--- config.mk ---
export PLATFORM = sky130hd
export DESIGN_NAME = sliding_window_anagram_finder_top
export DESIGN_NICKNAME = d
export VERILOG_FILES = /design/src/rtl/swaf_pkg.sv /design/src/rtl/sliding_window_anagram_finder_top.sv /design/src/rtl/swaf_hist.sv /design/src/rtl/swaf_res_fifo.sv
export SDC_FILE = /design/constraint.sdc
export NUM_CORES = 2
export LEC_CHECK = 0
export BUFFER_PORTS_ARGS = -buffer_cell sky130_fd_sc_hd__buf_2
export CORE_MARGIN = 1.5
export CORE_UTILIZATION = 46
export DETAILED_ROUTE_END_ITERATION = 10
export PLACE_DENSITY_LB_ADDON = 0.2
export SYNTH_ARGS = -nofsm -noshare
export SYNTH_HDL_FRONTEND = slang
export SYNTH_SLANG_ARGS = --single-unit
--- constraint.sdc ---
create_clock -name clk -period 6.4 [get_ports clk]
set_input_delay 1.28 -clock clk [delete_from_list [all_inputs] [get_ports clk]]
set_output_delay 1.28 -clock clk [all_outputs]
set_load 0.01 [all_outputs]
--- src/rtl/swaf_pkg.sv ---
package swaf_pkg;

	localparam int MAX_WINDOW    = 64;
	localparam int ALPHABET_SIZE = 26;

	localparam int LETTER_W = 5;
	localparam int CNT_W    = $clog2(MAX_WINDOW + 1);
	localparam int PTR_W    = (MAX_WINDOW > 1) ? $clog2(MAX_WINDOW) : 1;
	localparam int POS_W    = 32;

	typedef enum logic [1:0] {
		FUNC_PATTERN = 2'd0,
		FUNC_TEXT    = 2'd1,
		FUNC_RESTART = 2'd2,
		FUNC_CLEAR   = 2'd3
	} func_t;

	// Per-transaction commands to the histogram unit.
	typedef struct packed {
		logic                pat_inc;
		logic                pat_clear;
		logic                win_inc;
		logic                win_dec;
		logic                win_clear;
		logic [LETTER_W-1:0] letter;
		logic [LETTER_W-1:0] gone;
	} hist_ctrl_t;

endpackage

--- src/rtl/sliding_window_anagram_finder_top.sv ---
// Sliding-window anagram search. Each input transaction carries func and letter:
// func 0 adds a pattern letter (beyond 64 pattern letters they are ignored),
// func 1 feeds a text letter, func 2 restarts the text and keeps the pattern,
// and func 3 clears everything. A func 0 or func 1 transaction with a letter
// of 26 or more is dropped without effect. Once the window of text holds as
// many letters as the pattern, each text letter is compared, and when the
// window's letter counts equal the pattern's the block emits start_index, the
// text position where the window begins. One transaction is taken every clock
// cycle; the histogram update and the 26-way compare complete in the cycle of
// acceptance, and the result is in the output queue after that edge. The
// output queue holds two results, so input is accepted while a result waits
// and stalls only when both entries are occupied. No clearing pass follows
// reset: the block is ready at once.
module sliding_window_anagram_finder_top (
	input  logic                         clk,
	input  logic                         arst_n,
	input  logic                         in_valid,
	output logic                         in_ready,
	input  logic [1:0]                   func,
	input  logic [swaf_pkg::LETTER_W-1:0] letter,
	output logic                         out_valid,
	input  logic                         out_ready,
	output logic [swaf_pkg::POS_W-1:0]   start_index
);

	localparam logic [swaf_pkg::POS_W-1:0] POS_MAX = '1;

	// Control state.
	logic [swaf_pkg::CNT_W-1:0] plen_q;
	logic [swaf_pkg::CNT_W-1:0] fill_q;
	logic [swaf_pkg::PTR_W-1:0] wr_ptr_q;
	logic [swaf_pkg::POS_W-1:0] pos_q;

	// Letter history ring and its registered read port.
	logic [swaf_pkg::LETTER_W-1:0] hist_mem [swaf_pkg::MAX_WINDOW];
	logic [swaf_pkg::LETTER_W-1:0] rd_q;

	logic                          acc;
	logic                          letter_ok;
	logic                          is_text;
	logic                          store;
	logic                          full_win;
	logic                          match;
	logic                          push;
	logic                          fifo_full;
	logic [swaf_pkg::CNT_W-1:0]    fill_inc;
	logic [swaf_pkg::POS_W-1:0]    pos_inc;
	logic [swaf_pkg::POS_W-1:0]    result;
	logic [swaf_pkg::LETTER_W-1:0] gone;
	logic [swaf_pkg::CNT_W-1:0]    plen_d;
	logic [swaf_pkg::CNT_W-1:0]    fill_d;
	logic [swaf_pkg::PTR_W-1:0]    wr_ptr_d;
	logic [swaf_pkg::POS_W-1:0]    pos_d;
	logic [swaf_pkg::CNT_W-1:0]    wr_ext;
	logic [swaf_pkg::PTR_W-1:0]    rd_addr_d;
	swaf_pkg::func_t               fn;
	swaf_pkg::hist_ctrl_t          hctrl;

	assign fn        = swaf_pkg::func_t'(func);
	assign in_ready  = !fifo_full;
	assign acc       = in_valid && in_ready;
	assign letter_ok = (letter < swaf_pkg::LETTER_W'(swaf_pkg::ALPHABET_SIZE));
	assign is_text   = acc && (fn == swaf_pkg::FUNC_TEXT) && letter_ok;

	// With an empty pattern a text letter only advances the position.
	assign store    = is_text && (plen_q != '0);
	assign fill_inc = fill_q + swaf_pkg::CNT_W'(1);
	// The window never holds more than the pattern length, so reaching it
	// means the window is full with this letter.
	assign full_win = store && (fill_inc >= plen_q);
	assign push     = full_win && match;

	assign pos_inc = (pos_q == POS_MAX) ? pos_q : pos_q + swaf_pkg::POS_W'(1);
	assign result  = pos_inc - swaf_pkg::POS_W'(fill_inc);

	// The oldest letter sits at wr_ptr - fill before this letter is written.
	// An empty window means the new letter itself is the oldest one.
	assign gone = (fill_q == '0) ? letter : rd_q;

	always_comb begin
		hctrl           = '0;
		hctrl.letter    = letter;
		hctrl.gone      = gone;
		hctrl.pat_inc   = acc && (fn == swaf_pkg::FUNC_PATTERN) && letter_ok &&
			(plen_q < swaf_pkg::CNT_W'(swaf_pkg::MAX_WINDOW));
		hctrl.pat_clear = acc && (fn == swaf_pkg::FUNC_CLEAR);
		hctrl.win_inc   = store;
		hctrl.win_dec   = full_win;
		hctrl.win_clear = acc && ((fn == swaf_pkg::FUNC_RESTART) ||
			(fn == swaf_pkg::FUNC_CLEAR));
	end

	// Next state of the counters and pointers.
	always_comb begin
		plen_d   = plen_q;
		fill_d   = fill_q;
		wr_ptr_d = wr_ptr_q;
		pos_d    = pos_q;
		if (acc) begin
			unique case (fn)
				swaf_pkg::FUNC_PATTERN: begin
					if (hctrl.pat_inc) begin
						plen_d = plen_q + swaf_pkg::CNT_W'(1);
					end
				end
				swaf_pkg::FUNC_TEXT: begin
					if (is_text) begin
						pos_d = pos_inc;
					end
					if (store) begin
						fill_d   = full_win ? fill_q : fill_inc;
						wr_ptr_d = (wr_ptr_q == swaf_pkg::PTR_W'(swaf_pkg::MAX_WINDOW - 1)) ?
							'0 : wr_ptr_q + swaf_pkg::PTR_W'(1);
					end
				end
				swaf_pkg::FUNC_RESTART: begin
					fill_d   = '0;
					wr_ptr_d = '0;
					pos_d    = '0;
				end
				swaf_pkg::FUNC_CLEAR: begin
					plen_d   = '0;
					fill_d   = '0;
					wr_ptr_d = '0;
					pos_d    = '0;
				end
				default: begin
					plen_d = plen_q;
				end
			endcase
		end
	end

	// Address of the oldest letter for the next transaction, modulo the ring.
	always_comb begin
		wr_ext = swaf_pkg::CNT_W'(wr_ptr_d);
		if (wr_ext >= fill_d) begin
			rd_addr_d = swaf_pkg::PTR_W'(wr_ext - fill_d);
		end else begin
			rd_addr_d = swaf_pkg::PTR_W'(wr_ext + swaf_pkg::CNT_W'(swaf_pkg::MAX_WINDOW) -
				fill_d);
		end
	end

	always_ff @(posedge clk or negedge arst_n) begin
		if (!arst_n) begin
			plen_q   <= '0;
			fill_q   <= '0;
			wr_ptr_q <= '0;
			pos_q    <= '0;
		end else begin
			plen_q   <= plen_d;
			fill_q   <= fill_d;
			wr_ptr_q <= wr_ptr_d;
			pos_q    <= pos_d;
		end
	end

	// The read of the oldest letter is prefetched into a register for the next
	// transaction; a letter written to the same entry in this cycle is forwarded.
	always_ff @(posedge clk) begin
		if (store) begin
			hist_mem[wr_ptr_q] <= letter;
		end
		if (store && (wr_ptr_q == rd_addr_d)) begin
			rd_q <= letter;
		end else begin
			rd_q <= hist_mem[rd_addr_d];
		end
	end

	swaf_hist u_hist (
		.clk    (clk),
		.arst_n (arst_n),
		.ctrl   (hctrl),
		.match  (match)
	);

	swaf_res_fifo u_res_fifo (
		.clk       (clk),
		.arst_n    (arst_n),
		.push      (push),
		.din       (result),
		.full      (fifo_full),
		.out_valid (out_valid),
		.out_ready (out_ready),
		.dout      (start_index)
	);

	// The window stays empty while the pattern is empty.
	a_empty_pattern: assert property (@(posedge clk) disable iff (!arst_n)
		(plen_q == '0) |-> (fill_q == '0))
		else $error("window holds letters with an empty pattern");

	// Between transactions the window is always shorter than the pattern.
	a_fill_bound: assert property (@(posedge clk) disable iff (!arst_n)
		(plen_q != '0) |-> (fill_q < plen_q))
		else $error("window fill reached the pattern length");

	// A new result can only follow an accepted text letter.
	a_result_source: assert property (@(posedge clk) disable iff (!arst_n)
		$rose(out_valid) |-> $past(is_text))
		else $error("result appeared without a text transaction");

endmodule

--- src/rtl/swaf_hist.sv ---
module swaf_hist (
	input  logic                clk,
	input  logic                arst_n,
	input  swaf_pkg::hist_ctrl_t ctrl,
	output logic                match
);

	logic [swaf_pkg::CNT_W-1:0] pat_q   [swaf_pkg::ALPHABET_SIZE];
	logic [swaf_pkg::CNT_W-1:0] win_q   [swaf_pkg::ALPHABET_SIZE];
	logic [swaf_pkg::CNT_W-1:0] win_mid [swaf_pkg::ALPHABET_SIZE];
	logic [swaf_pkg::ALPHABET_SIZE-1:0] equal;

	// The window count including the incoming letter is what gets compared.
	always_comb begin
		for (int i = 0; i < swaf_pkg::ALPHABET_SIZE; i++) begin
			win_mid[i] = win_q[i] + swaf_pkg::CNT_W'(ctrl.win_inc &&
				(ctrl.letter == swaf_pkg::LETTER_W'(i)));
			equal[i] = (win_mid[i] == pat_q[i]);
		end
	end

	assign match = &equal;

	always_ff @(posedge clk or negedge arst_n) begin
		if (!arst_n) begin
			for (int i = 0; i < swaf_pkg::ALPHABET_SIZE; i++) begin
				pat_q[i] <= '0;
				win_q[i] <= '0;
			end
		end else begin
			for (int i = 0; i < swaf_pkg::ALPHABET_SIZE; i++) begin
				priority if (ctrl.pat_clear) begin
					pat_q[i] <= '0;
				end else if (ctrl.pat_inc && (ctrl.letter == swaf_pkg::LETTER_W'(i))) begin
					pat_q[i] <= pat_q[i] + swaf_pkg::CNT_W'(1);
				end else begin
					pat_q[i] <= pat_q[i];
				end

				priority if (ctrl.win_clear) begin
					win_q[i] <= '0;
				end else if (ctrl.win_dec && (ctrl.gone == swaf_pkg::LETTER_W'(i)) &&
						(win_mid[i] != '0)) begin
					win_q[i] <= win_mid[i] - swaf_pkg::CNT_W'(1);
				end else begin
					win_q[i] <= win_mid[i];
				end
			end
		end
	end

endmodule

--- src/rtl/swaf_res_fifo.sv ---
module swaf_res_fifo (
	input  logic                     clk,
	input  logic                     arst_n,
	input  logic                     push,
	input  logic [swaf_pkg::POS_W-1:0] din,
	output logic                     full,
	output logic                     out_valid,
	input  logic                     out_ready,
	output logic [swaf_pkg::POS_W-1:0] dout
);

	logic [1:0]                 cnt_q;
	logic [swaf_pkg::POS_W-1:0] head_q;
	logic [swaf_pkg::POS_W-1:0] tail_q;
	logic                       pop;

	assign out_valid = (cnt_q != 2'd0);
	assign full      = (cnt_q == 2'd2);
	assign dout      = head_q;
	assign pop       = out_valid && out_ready;

	always_ff @(posedge clk or negedge arst_n) begin
		if (!arst_n) begin
			cnt_q <= 2'd0;
		end else begin
			if (push && !pop) begin
				cnt_q <= cnt_q + 2'd1;
			end else if (pop && !push) begin
				cnt_q <= cnt_q - 2'd1;
			end
		end
	end

	always_ff @(posedge clk) begin
		if (push && pop) begin
			if (cnt_q == 2'd1) begin
				head_q <= din;
			end else begin
				head_q <= tail_q;
				tail_q <= din;
			end
		end else if (pop) begin
			head_q <= tail_q;
		end else if (push) begin
			if (cnt_q == 2'd0) begin
				head_q <= din;
			end else begin
				tail_q <= din;
			end
		end
	end

endmodule

==> out/metrics.yaml <==
startpoint: "plen_q[0]"
wirelength_mm: 121
hold_slack_ns: 0.514
yosys-top-cells-area: "edfxtp_1 26%, dfrtp_1 24%, xnor2_1 5.6%, xor2_1 5.3%, ha_1 4.6%"
p_total_mw: 14.1
setup_viol: 0
routed_via_density: 5.75
insertion_delay_ns: 0.71
core-area_um2: 94700
maxCapViolations: 0
area_delta_synth_final_pct: 14.6
final_core_util_pct: 53.0
worst_ir_drop_vdd_mv: 0.249
final_nets: 4436
worstSetupPathType: "reg -> reg"
cts.sinks: 808
synth_most_common_cell: "dfrtp_1"
cts_tree: "done"
htreeDepth: 3
p_per_area_nw_per_um2: 281
status: "complete, no violations"
synthArstFlopShare_pct: 51.7
relSlewSlack_pct: 25.8
vias: 32200
synth_area_um2: 43800
crit_path_start_kind: "register"
io_pins: 45
cp.required_ns: 6.81
wire_per_inst_um: 21.6
globalRouteOverflowTotal: 0
ys_types: 83
n_antenna_cell: 0
clk_pin_slew_worst_paths_ns: 0.06
max_freq_mhz: 162
endpoint_kind: "register"
die_h_um: 312
synth_cells: 4033
p_leak_nw: 21.0
io_buffers: 44
syn_nets: 4206
die-area_um2: 97100
num_rows: 113
min_from: "u_res_fifo.cnt_q[0]"
worst_pin_slew_ns: 1.11
fill_cells: 8347
holdBufCountCts: 0
drcViolationCount: 0
hp-class: "reg -> reg"
ys.flop_type: "dfrtp_1"
gr-usage-all-layers_pct: 24.8
clock_path_buffers: 3
drtIter0Drc: 2776
final.period_utilization_pct: 96.5
min_period_ns: 6.17
synth.top_cell.area_share_pct: 26.3
grt_pass1_vias: 31200
r2r-start: "plen_q[0]"
hold_viol: 0
synth_seq_area_share_pct: 50.5
yosys_register_bits: 808
place_congestion: 0.924
yosys-top-cells-count: "418 x dfrtp_1, 415 x nor2_1, 384 x edfxtp_1, 305 x nand2_1, 281 x xnor2_1"
cp_max_fo: 17
synth_edf_count: 384
yosys.area.top_type: "edfxtp_1"
cts_buffers: 91
hpwl_mm: 86.0
ant_nets: 0
cp.arrival_ns: 6.58
antenna_found_initial: 1
grt_pass1_wl_mm: 186
grt_max_degree: 163
start_util_pct: 46.2
slew_viol_final: 0
drtPass1Iterations: 6
die_w_um: 312
avgSynthCellArea_um2: 10.9
drive_above_1_share_pct: 14.3
yosys_warnings: 0
fin_skew_ns: 0.0652
root_buffer: "clkbuf_16"
==> registers in the layout, indices dropped and copies added (netlist names), named ones only <==
register and flops:
wr_ptr_q 6, plen_q 7, pos_q 32, u_res_fifo.cnt_q 2, hist_mem 320, u_hist.win_q 182
fill_q 7, u_res_fifo.dout 32, u_hist.pat_q 182, u_res_fifo.tail_q 32
==> repair_timing <==
item | 4_1_cts | 5_1_grt
buffers inserted | 0 | 1
pin swaps | 0 | 1
gates resized for setup | 1 | 5
endpoints found under the setup margin | 1 | 32
==> critical path: stages (launching register included) <==
cell and delay, ns:
dfrtp_1 0.45, inv_1 0.11, ha_1 0.14, or4b_2 0.62, o31a_1 0.35, nand2_1 0.29, buf_4 0.20, nor2_1 0.05
ha_1 0.21, ha_1 0.32, xnor2_1 0.28, nand4_1 0.21, nor4_2 0.39, buf_4 0.17, nand3_1 0.06, nor4_1 0.26
nand3_1 0.13, nor3_1 0.20, and3_2 0.29, ha_1 0.26, mux2i_4 0.34, buf_12 0.20, mux2_2 0.34
==> cell families after synthesis <==
group	count (synthesis)	share of synthesized area [%]
fa+ha+maj	163	4.67
mux	162	6.02
flops	808	50.5
buf+inv	286	2.63
simple gates	1559	17.8
xor+xnor	548	11.0
compound gates	507	7.44
==> per-stage QoR <==
stage | instance area, µm² | setup TNS, ns | worst slack [ns] | instances
after floorplan | 43800 | 0 | 0.0867 | 4033
after global placement | 47000 | -33.34 | -0.602 | 5434
after detailed placement | 47000 | -39.24 | -0.684 | 5434
after CTS | 50100 | 0 | 0.0126 | 5603
after global routing | 50200 | -0.199 | -0.0259 | 5604
final | 50200 | 0 | 0.226 | 5604
==> layout by cell type (no fill, tap or decap), types with 65 or more instances in the layout <==
cell,count
clkbuf_16,92
nor3_1,115
a21oi_1,125
nor4_1,65
nand2_1,304
and3_1,87
nand3_1,203
o21ai_0,135
edfxtp_1,384
mux4_2,78
nor2_1,415
buf_4,236
dfrtp_1,418
ha_1,161
xor2_1,267
inv_1,131
nand4_1,130
xnor2_1,279
==> report_power, final <==
part           total, mW  switching [mW]  internal [mW]
logic               2.75            1.70           1.05
registers           5.90           0.148           5.75
clock network       5.47            2.29           3.17
==> final timing paths <==
kind	end	slack, ns	depth (start not counted)
worst max-delay path	u_res_fifo.dout[11]	0.23	22
worst min-delay path	u_res_fifo.cnt_q[0]	0.51	1
worst max register to register	u_res_fifo.dout[11]	0.23	22
worst min register to register	u_res_fifo.cnt_q[0]	0.51	1
max in group asynchronous	u_hist.pat_q[112]	4.37	2
min in group asynchronous	u_hist.pat_q[51]	0.56	1
==> per-layer routing <==
metal	part of all wire [%]	global-route usage, %
met4	3.7	8.98
met2	47	40.3
met5	0	0
met3	6.2	4.24
met1	43	33.6
==> cell type report <==
type	instances	area, µm²	area share [%]
Timing Repair Buffer	291	2220	4.43
Clock inverter	49	643	1.28
Tap cell	1265	1580	3.15
Inverter	132	495	0.987
Clock buffer	120	2490	4.96
Multi-Input combinational cell	2939	20600	41.1
Sequential cell	808	22100	44.1
No activity file was read; power rests on OpenSTA's default activity.
